$ cat src/hw/rtl/ffskt_pkg.sv
// Shared types for the first-free-slot key table: command and status codes,
// request and result beats, and the controller/datapath command and status groups.
// No dependencies.
package ffskt_pkg;

	typedef enum logic {
		CMD_INSERT = 1'b0,
		CMD_DELETE = 1'b1
	} cmd_t;

	typedef enum logic [1:0] {
		ST_OK        = 2'd0,
		ST_FULL      = 2'd1,
		ST_EMPTY     = 2'd2,
		ST_NOT_FOUND = 2'd3
	} status_t;

	typedef struct packed {
		cmd_t        cmd;
		logic [31:0] key_word;
		logic [31:0] value_word;
	} req_t;

	typedef struct packed {
		status_t status;
		logic    full_flag;
		logic    empty_flag;
	} result_t;

	// Commands from the controller to the datapath
	typedef struct packed {
		logic    clear_wr;
		logic    load;
		logic    rd_en;
		logic    commit;
		logic    respond;
		status_t status;
	} ctl_t;

	// Status from the datapath to the controller
	typedef struct packed {
		logic clear_last;
		logic rd_last;
		logic hit;
		logic scan_last;
		logic is_insert;
		logic full;
		logic empty;
	} stat_t;

endpackage

$ cat src/hw/rtl/ffskt_ram.sv
// Generic single-write, single-read RAM with registered read data.
// No dependencies.
module ffskt_ram #(
	parameter int WIDTH = 32,
	parameter int DEPTH = 16
) (
	input  logic                                 clk,
	input  logic                                 we,
	input  logic [(DEPTH > 1 ? $clog2(DEPTH) : 1)-1:0] waddr,
	input  logic [WIDTH-1:0]                     wdata,
	input  logic                                 re,
	input  logic [(DEPTH > 1 ? $clog2(DEPTH) : 1)-1:0] raddr,
	output logic [WIDTH-1:0]                     rdata
);

	logic [WIDTH-1:0] mem [DEPTH];

	always_ff @(posedge clk) begin
		if (we) begin
			mem[waddr] <= wdata;
		end
		if (re) begin
			rdata <= mem[raddr];
		end
	end

endmodule

$ cat src/hw/rtl/ffskt_datapath.sv
// Datapath of the key table: request register, slot address counter, key and
// value RAMs, scan compare, used-slot count and result register.
// Depends on ffskt_pkg and ffskt_ram.
module ffskt_datapath #(
	parameter int ENTRIES = 16
) (
	input  logic              clk,
	input  logic              arst_n,
	input  ffskt_pkg::req_t   req,
	input  ffskt_pkg::ctl_t   ctl,
	output ffskt_pkg::stat_t  st,
	output ffskt_pkg::result_t result,
	output logic              strobe
);

	localparam int AW = (ENTRIES > 1) ? $clog2(ENTRIES) : 1;
	localparam int CW = $clog2(ENTRIES + 1);
	localparam logic [AW-1:0] LAST_ADDR = AW'(ENTRIES - 1);

	ffskt_pkg::req_t req_q;
	logic [AW-1:0]   addr_q;
	logic [AW-1:0]   addr_s1;
	logic            pend_s1;
	logic [CW-1:0]   count_q;
	logic [31:0]     key_rdata;
	logic            key_we;
	logic [AW-1:0]   wr_addr;
	logic [31:0]     key_wdata;
	logic [31:0]     value_wdata;
	logic            is_insert;
	logic            match;

	assign is_insert = (req_q.cmd == ffskt_pkg::CMD_INSERT);

	// Insert looks for a free slot, delete for the given key
	assign match = is_insert ? (key_rdata == 32'd0) : (key_rdata == req_q.key_word);

	assign key_we      = ctl.clear_wr | ctl.commit;
	assign wr_addr     = ctl.clear_wr ? addr_q : addr_s1;
	assign key_wdata   = (ctl.commit && is_insert) ? req_q.key_word : 32'd0;
	assign value_wdata = (ctl.commit && is_insert) ? req_q.value_word : 32'd0;

	always_ff @(posedge clk) begin
		if (ctl.load) begin
			req_q <= req;
		end
		addr_s1 <= addr_q;
	end

	always_ff @(posedge clk or negedge arst_n) begin
		if (!arst_n) begin
			addr_q  <= '0;
			pend_s1 <= 1'b0;
			count_q <= '0;
			strobe  <= 1'b0;
			result  <= '0;
		end else begin
			pend_s1 <= ctl.rd_en;
			if (ctl.load) begin
				addr_q <= '0;
			end else if (ctl.clear_wr || ctl.rd_en) begin
				addr_q <= addr_q + AW'(1);
			end
			// A zero key never changes the number of slots in use
			if (ctl.commit && req_q.key_word != 32'd0) begin
				if (is_insert) begin
					count_q <= count_q + CW'(1);
				end else begin
					count_q <= count_q - CW'(1);
				end
			end
			strobe <= ctl.respond;
			if (ctl.respond) begin
				result.status     <= ctl.status;
				result.full_flag  <= (count_q == CW'(ENTRIES));
				result.empty_flag <= (count_q == '0);
			end
		end
	end

	ffskt_ram #(
		.WIDTH(32),
		.DEPTH(ENTRIES)
	) u_key_ram (
		.clk  (clk),
		.we   (key_we),
		.waddr(wr_addr),
		.wdata(key_wdata),
		.re   (ctl.rd_en),
		.raddr(addr_q),
		.rdata(key_rdata)
	);

	ffskt_ram #(
		.WIDTH(32),
		.DEPTH(ENTRIES)
	) u_value_ram (
		.clk  (clk),
		.we   (key_we),
		.waddr(wr_addr),
		.wdata(value_wdata),
		.re   (1'b0),
		.raddr(addr_q),
		.rdata()
	);

	assign st.clear_last = (addr_q == LAST_ADDR);
	assign st.rd_last    = (addr_q == LAST_ADDR);
	assign st.hit        = pend_s1 & match;
	assign st.scan_last  = pend_s1 & (addr_s1 == LAST_ADDR);
	assign st.is_insert  = is_insert;
	assign st.full       = (count_q == CW'(ENTRIES));
	assign st.empty      = (count_q == '0);

endmodule

$ cat src/hw/rtl/ffskt_ctrl.sv
// Controller of the key table: clearing pass, command check, slot scan and
// response sequencing.
// Depends on ffskt_pkg.
module ffskt_ctrl (
	input  logic             clk,
	input  logic             arst_n,
	input  logic             start,
	input  ffskt_pkg::stat_t st,
	output ffskt_pkg::ctl_t  ctl,
	output logic             busy
);

	typedef enum logic [2:0] {
		S_CLEAR,
		S_IDLE,
		S_CHECK,
		S_SCAN,
		S_RESP
	} state_t;

	state_t             state_q;
	logic               issue_q;
	ffskt_pkg::status_t status_q;

	always_ff @(posedge clk or negedge arst_n) begin
		if (!arst_n) begin
			state_q  <= S_CLEAR;
			issue_q  <= 1'b0;
			status_q <= ffskt_pkg::ST_OK;
		end else begin
			unique case (state_q)
				S_CLEAR: begin
					if (st.clear_last) begin
						state_q <= S_IDLE;
					end
				end
				S_IDLE: begin
					if (start) begin
						state_q <= S_CHECK;
					end
				end
				S_CHECK: begin
					if (st.is_insert && st.full) begin
						status_q <= ffskt_pkg::ST_FULL;
						state_q  <= S_RESP;
					end else if (!st.is_insert && st.empty) begin
						status_q <= ffskt_pkg::ST_EMPTY;
						state_q  <= S_RESP;
					end else begin
						issue_q <= 1'b1;
						state_q <= S_SCAN;
					end
				end
				S_SCAN: begin
					if (st.hit) begin
						issue_q  <= 1'b0;
						status_q <= ffskt_pkg::ST_OK;
						state_q  <= S_RESP;
					end else if (st.scan_last) begin
						issue_q  <= 1'b0;
						status_q <= ffskt_pkg::ST_NOT_FOUND;
						state_q  <= S_RESP;
					end else if (issue_q && st.rd_last) begin
						// stop issuing reads once the last slot has gone out
						issue_q <= 1'b0;
					end
				end
				S_RESP: begin
					state_q <= S_IDLE;
				end
				default: begin
					state_q <= S_IDLE;
				end
			endcase
		end
	end

	assign ctl.clear_wr = (state_q == S_CLEAR);
	assign ctl.load     = (state_q == S_IDLE) && start;
	assign ctl.rd_en    = (state_q == S_SCAN) && issue_q;
	assign ctl.commit   = (state_q == S_SCAN) && st.hit;
	assign ctl.respond  = (state_q == S_RESP);
	assign ctl.status   = status_q;
	assign busy         = (state_q != S_IDLE);

endmodule

$ cat src/hw/rtl/first_free_slot_key_table_top.sv
// Top level of the first-free-slot key table.
// Depends on ffskt_pkg, ffskt_ctrl and ffskt_datapath.
//
// Usage:
//   Request channel: drive req (cmd, key_word, value_word) and raise start;
//   the beat is taken at a rising edge where start is high and busy is low.
//   Insert puts the pair into the lowest free slot (key zero), delete clears
//   the lowest slot holding the key. No duplicate check is made on insert.
//   Result channel: one beat per request, shown on result for exactly one
//   cycle with strobe high. The receiver cannot stall; it must take it.
//   Sequencing: a rejected request (insert on full, delete on empty) goes from
//   the check state straight to the response state. Otherwise the key RAM is
//   read one slot per cycle, from slot 0 up to the first hit or the last slot,
//   and the response follows the scan. busy drops in the same cycle that
//   strobe rises, so a new request is taken only once the last one's result
//   is out.
//   Reset: arst_n clears control state, then a clearing pass writes zero to
//   every slot, one slot a cycle; busy is high meanwhile.
module first_free_slot_key_table_top #(
	parameter int ENTRIES = 16
) (
	input  logic               clk,
	input  logic               arst_n,
	input  logic               start,
	output logic               busy,
	input  ffskt_pkg::req_t    req,
	output ffskt_pkg::result_t result,
	output logic               strobe
);

	ffskt_pkg::ctl_t  ctl;
	ffskt_pkg::stat_t st;

	ffskt_ctrl u_ctrl (
		.clk   (clk),
		.arst_n(arst_n),
		.start (start),
		.st    (st),
		.ctl   (ctl),
		.busy  (busy)
	);

	ffskt_datapath #(
		.ENTRIES(ENTRIES)
	) u_datapath (
		.clk   (clk),
		.arst_n(arst_n),
		.req   (req),
		.ctl   (ctl),
		.st    (st),
		.result(result),
		.strobe(strobe)
	);

endmodule

$ cat config.mk
export PLATFORM = sky130hd
export DESIGN_NAME = first_free_slot_key_table_top
export DESIGN_NICKNAME = d
export VERILOG_FILES = /design/src/hw/rtl/ffskt_pkg.sv /design/src/hw/rtl/ffskt_ram.sv /design/src/hw/rtl/ffskt_datapath.sv /design/src/hw/rtl/ffskt_ctrl.sv /design/src/hw/rtl/first_free_slot_key_table_top.sv
export SDC_FILE = /design/constraint.sdc
export NUM_CORES = 1
export LEC_CHECK = 0
export ABC_CLOCK_PERIOD_IN_PS = 4630
export BUFFER_PORTS_ARGS = -buffer_cell sky130_fd_sc_hd__buf_2
export CAP_MARGIN = 20
export CORE_UTILIZATION = 35
export CTS_BUF_LIST = sky130_fd_sc_hd__clkbuf_4
export DETAILED_ROUTE_END_ITERATION = 16
export GPL_ROUTABILITY_DRIVEN = 0
export SYNTH_ARGS = -nofsm -noshare
export SYNTH_HDL_FRONTEND = slang
export SYNTH_SLANG_ARGS = --single-unit
export TNS_END_PERCENT = 100
$ cat constraint.sdc
create_clock -name clk -period 4.63 [get_ports clk]
set_clock_uncertainty 0.2 [all_clocks]
set_input_delay 0.2315 -clock clk [delete_from_list [all_inputs] [get_ports clk]]
set_output_delay 0.2315 -clock clk [all_outputs]
set_load 0.02 [all_outputs]
==> results.md <==
- FF+latch count, synth: 602
- H-tree levels: 4
- Worst-Skew Late Latency: 950 ps
- Vias in the first global route: 12,290
- Cell taking the most area after synthesis: edfxtp_1
- Routed wire length: 55,130 µm
- Final core occ: 41.90%
- Avg Inst Size Synth: 22.56 µm²
- Reg clk slew, reported paths: 60 ps
- Post-synth EDFFs: 577
- Final Hold Fails: 0
- Sequential share of the synthesized area: 77.25%
- Die ar.: 0.06736 mm²
- Initial antenna violation count: 2
- Final setup viols: 0
- ANT nets after route: 0
- RSZ-0062 raised after global routing: no
- Fmax: 0.2439 GHz
- GRT Total Usage: 16.85%
- Ports: 74
- Peak supply drop: 0.1626 mV
- Largest net degree at the start of global routing: 62
- Clock tree buffer depth: 3
- CTS tree: yes
- Area overhead of the layout relative to synthesis: 18.67%
- Hold Buf Count CTS: 70
- Pins over their slew limit: 0
- Max-Slew Margin vs Limit: 30.12%
- Die Span X: 259.5 µm
- Grt ovf: 0
- Worst EP arrival: 4410 ps
- Initial Util: 35.31%
- Final period util: 88.57%
- Worst Max-Slew Pin Slew: 1043 ps
- Count of cell types in the netlist: 48
- Hold_ws: 136.4 ps
- Die height: 259.5 µm
- First-pass GRT wire length: 80,430 µm
- Critical Path RT: 4940 ps
- TNS Setup: 0 ps
- Fill count: 5,741
- Status: finished clean
- Worst Hold Class: in -> async
- Average wire per standard cell: 24.30 µm
- Static leakage: 7.708 nW
- CP Cell Sequence: xnor2_1 -> nand4_1 -> nor4_2 -> nand4_2 -> a211oi_4 -> a32oi_1 -> nor2_4 -> buf_4
- CP max stage delay: 610 ps
- Remaining DRCs: 0
- Yosys warns: 0
- Clk sinks: 602
- Met3 GRT Util: 4.755%
- Critical path type: reg -> reg
- GR Layer Usage met1: 22.20%
- Mapped Area: 0.02321 mm²
- Reg2reg setup slack: 530 ps
- Power Dens Cells: 380.3 mW/mm²
- Final min period: 4101 ps
- Nets: 1,362
- Detailed placer's ending HPWL: 29,420 µm
- # Max-Cap Violations: 0
- Crit-path leading delay family: compound AO/OA/AOI/OAI gates
- Share of the synthesized area in the top cell type: 74.64%
- Share of layout cells above drive strength 1: 36.64%
- 1st-pass router iterations: 6
- Cells resized by post-CTS repair: 0
- Core ar.: 0.06575 mm²
- CP max FO: 32
- WP buf/inv: 1
- Critical path launch point type: register
- Worst setup EP type: register
- Synth Instances: 1,029
- Critical Path Slowest Stage Cell: a211oi_4
- GR peak layer: met2
- Syn_nets: 1,102
- Detailed Route Iter0 Violations: 1,227
- Synth Flop Type: edfxtp_1
- Routed via count: 11,740
- Port bufs: 41
- Num CTS Buffers: 158
- Routed vias/inst: 5.174
- Row count: 94
- Post-CTS setup buffer count: 0
- Asr flop ratio synth: 3.488%
- Root buf cell: clkbuf_4
- Synth area leaders: edfxtp_1, mux4_2, dfrtp_1
- Met2 Usage GRT: 26.44%
-- worst reg2reg max path: cells and delay by family, from the launching register on --
kind / cells / cell delay (ps)
XOR/XNOR: 1 / 330
AO/OA/AOI/OAI: 2 / 1060
buffers and inverters: 1 / 570
AND/OR/NAND/NOR: 4 / 980
flip-flops: 1 / 520
-- layer usage --
metal	routed length [µm]	up-vias	part of all wire, %
li1	-	4973	-
met1	23540	6210	43
met2	26990	480	49
met3	3723	77	6.8
met4	877	0	1.6
met5	0	-	0
-- synthesized netlist by cell type, drive strengths merged, types with 7 or more instances --
cell	number
clkbuf	31
nand4	11
edfxtp	577
a21oi	7
xnor2	36
mux4	160
dfrtp	21
and3	36
a31oi	9
nand2	12
nor4	19
buf	16
inv	10
nor2	31
-- cell usage in the layout (no fill, tap or decap), types with 18 or more instances in the layout --
cell type / instances
edfxtp_1: 577
clkbuf_4: 220
mux4_2: 160
dlygate4sd3_1: 70
buf_2: 41
xnor2_1: 36
and3_1: 33
clkinv_1: 33
buf_4: 24
dfrtp_1: 18
-- path summary, 6_finish.rpt --
check | start | end | cells past startpoint
setup / recovery | u_datapath.req_q[55]$_DFFE_PP_ | u_datapath.u_key_ram.mem[6][11]$_DFFE_PP_ | 8
hold / removal | arst_n | u_datapath.result[3]$_DFFE_PN0P_ | 3
setup reg to reg | u_datapath.req_q[55]$_DFFE_PP_ | u_datapath.u_key_ram.mem[6][11]$_DFFE_PP_ | 8
hold reg to reg | u_datapath.addr_q[3]$_DFFE_PN0P_ | u_datapath.addr_s1[3]$_DFF_P_ | 0
max in group asynchronous | arst_n | u_datapath.addr_q[1]$_DFFE_PN0P_ | 4
min in group clk | start | u_ctrl.state_q[1]$_DFFE_PN0P_ | 6
-- sequential cells by signal (all words and copies together) (netlist names) --
name and cells:
u_datapath.u_key_ram.mem 512, u_datapath.req_q 33, u_datapath.u_key_ram.rdata 32, u_datapath.count_q 5, u_datapath.addr_q 4, u_datapath.addr_s1 4, u_datapath.result 4, u_ctrl.state_q 3
u_ctrl.status_q 2, u_ctrl.issue_q 1, u_datapath.pend_s1 1, u_datapath.strobe 1
-- power breakdown --
part | internal [mW] | switching [mW] | leakage, nW
combinational | 0.0511 | 0.0163 | 2.24
sequential | 5.88 | 0 | 4.29
clock | 2.37 | 2.15 | 1.17
-- stage by stage --
stage | cell area, µm² | worst slack (ps) | std cells | power, mW
finish | 27550 | 529.4 | 2269 | 10.47
global route | 27550 | 411.4 | 2269 | 10.90
CTS | 27510 | 483.9 | 2263 | 10.62
detailed placement | 24840 | 561.0 | 1922 | 6.015
global placement | 24820 | 611.2 | 1921 | 6.015
floorplan | 23210 | 838.1 | 1029 | 5.995
-- cell families (layout without fill, tap and decap cells) --
family                   after synthesis  in the layout  synth area share [%]
AO/OA/AOI/OAI                         30             30                0.9864
XOR/XNOR                              41             41                 1.547
adder cells (fa/ha/maj)                5              5                0.3019
buffers and inverters                 57            428                 1.008
flip-flops                           602            602                 77.25
multiplexers                         166            166                 15.84
other                                  0              5                     0
AND/OR/NAND/NOR                      128            128                 3.072
-- cell type report --
class,count,area [µm²],area share [%]
sequential,602,17940,65.13
multi-input combinational,370,5170,18.77
clock buffer,220,1652,5.996
timing repair buffer,147,1334,4.842
tap,864,1081,3.924
clock inverter,51,319.1,1.158
inverter,10,37.54,0.1363
antenna,5,12.51,0.04542
(Power assumes the default switching activity.)
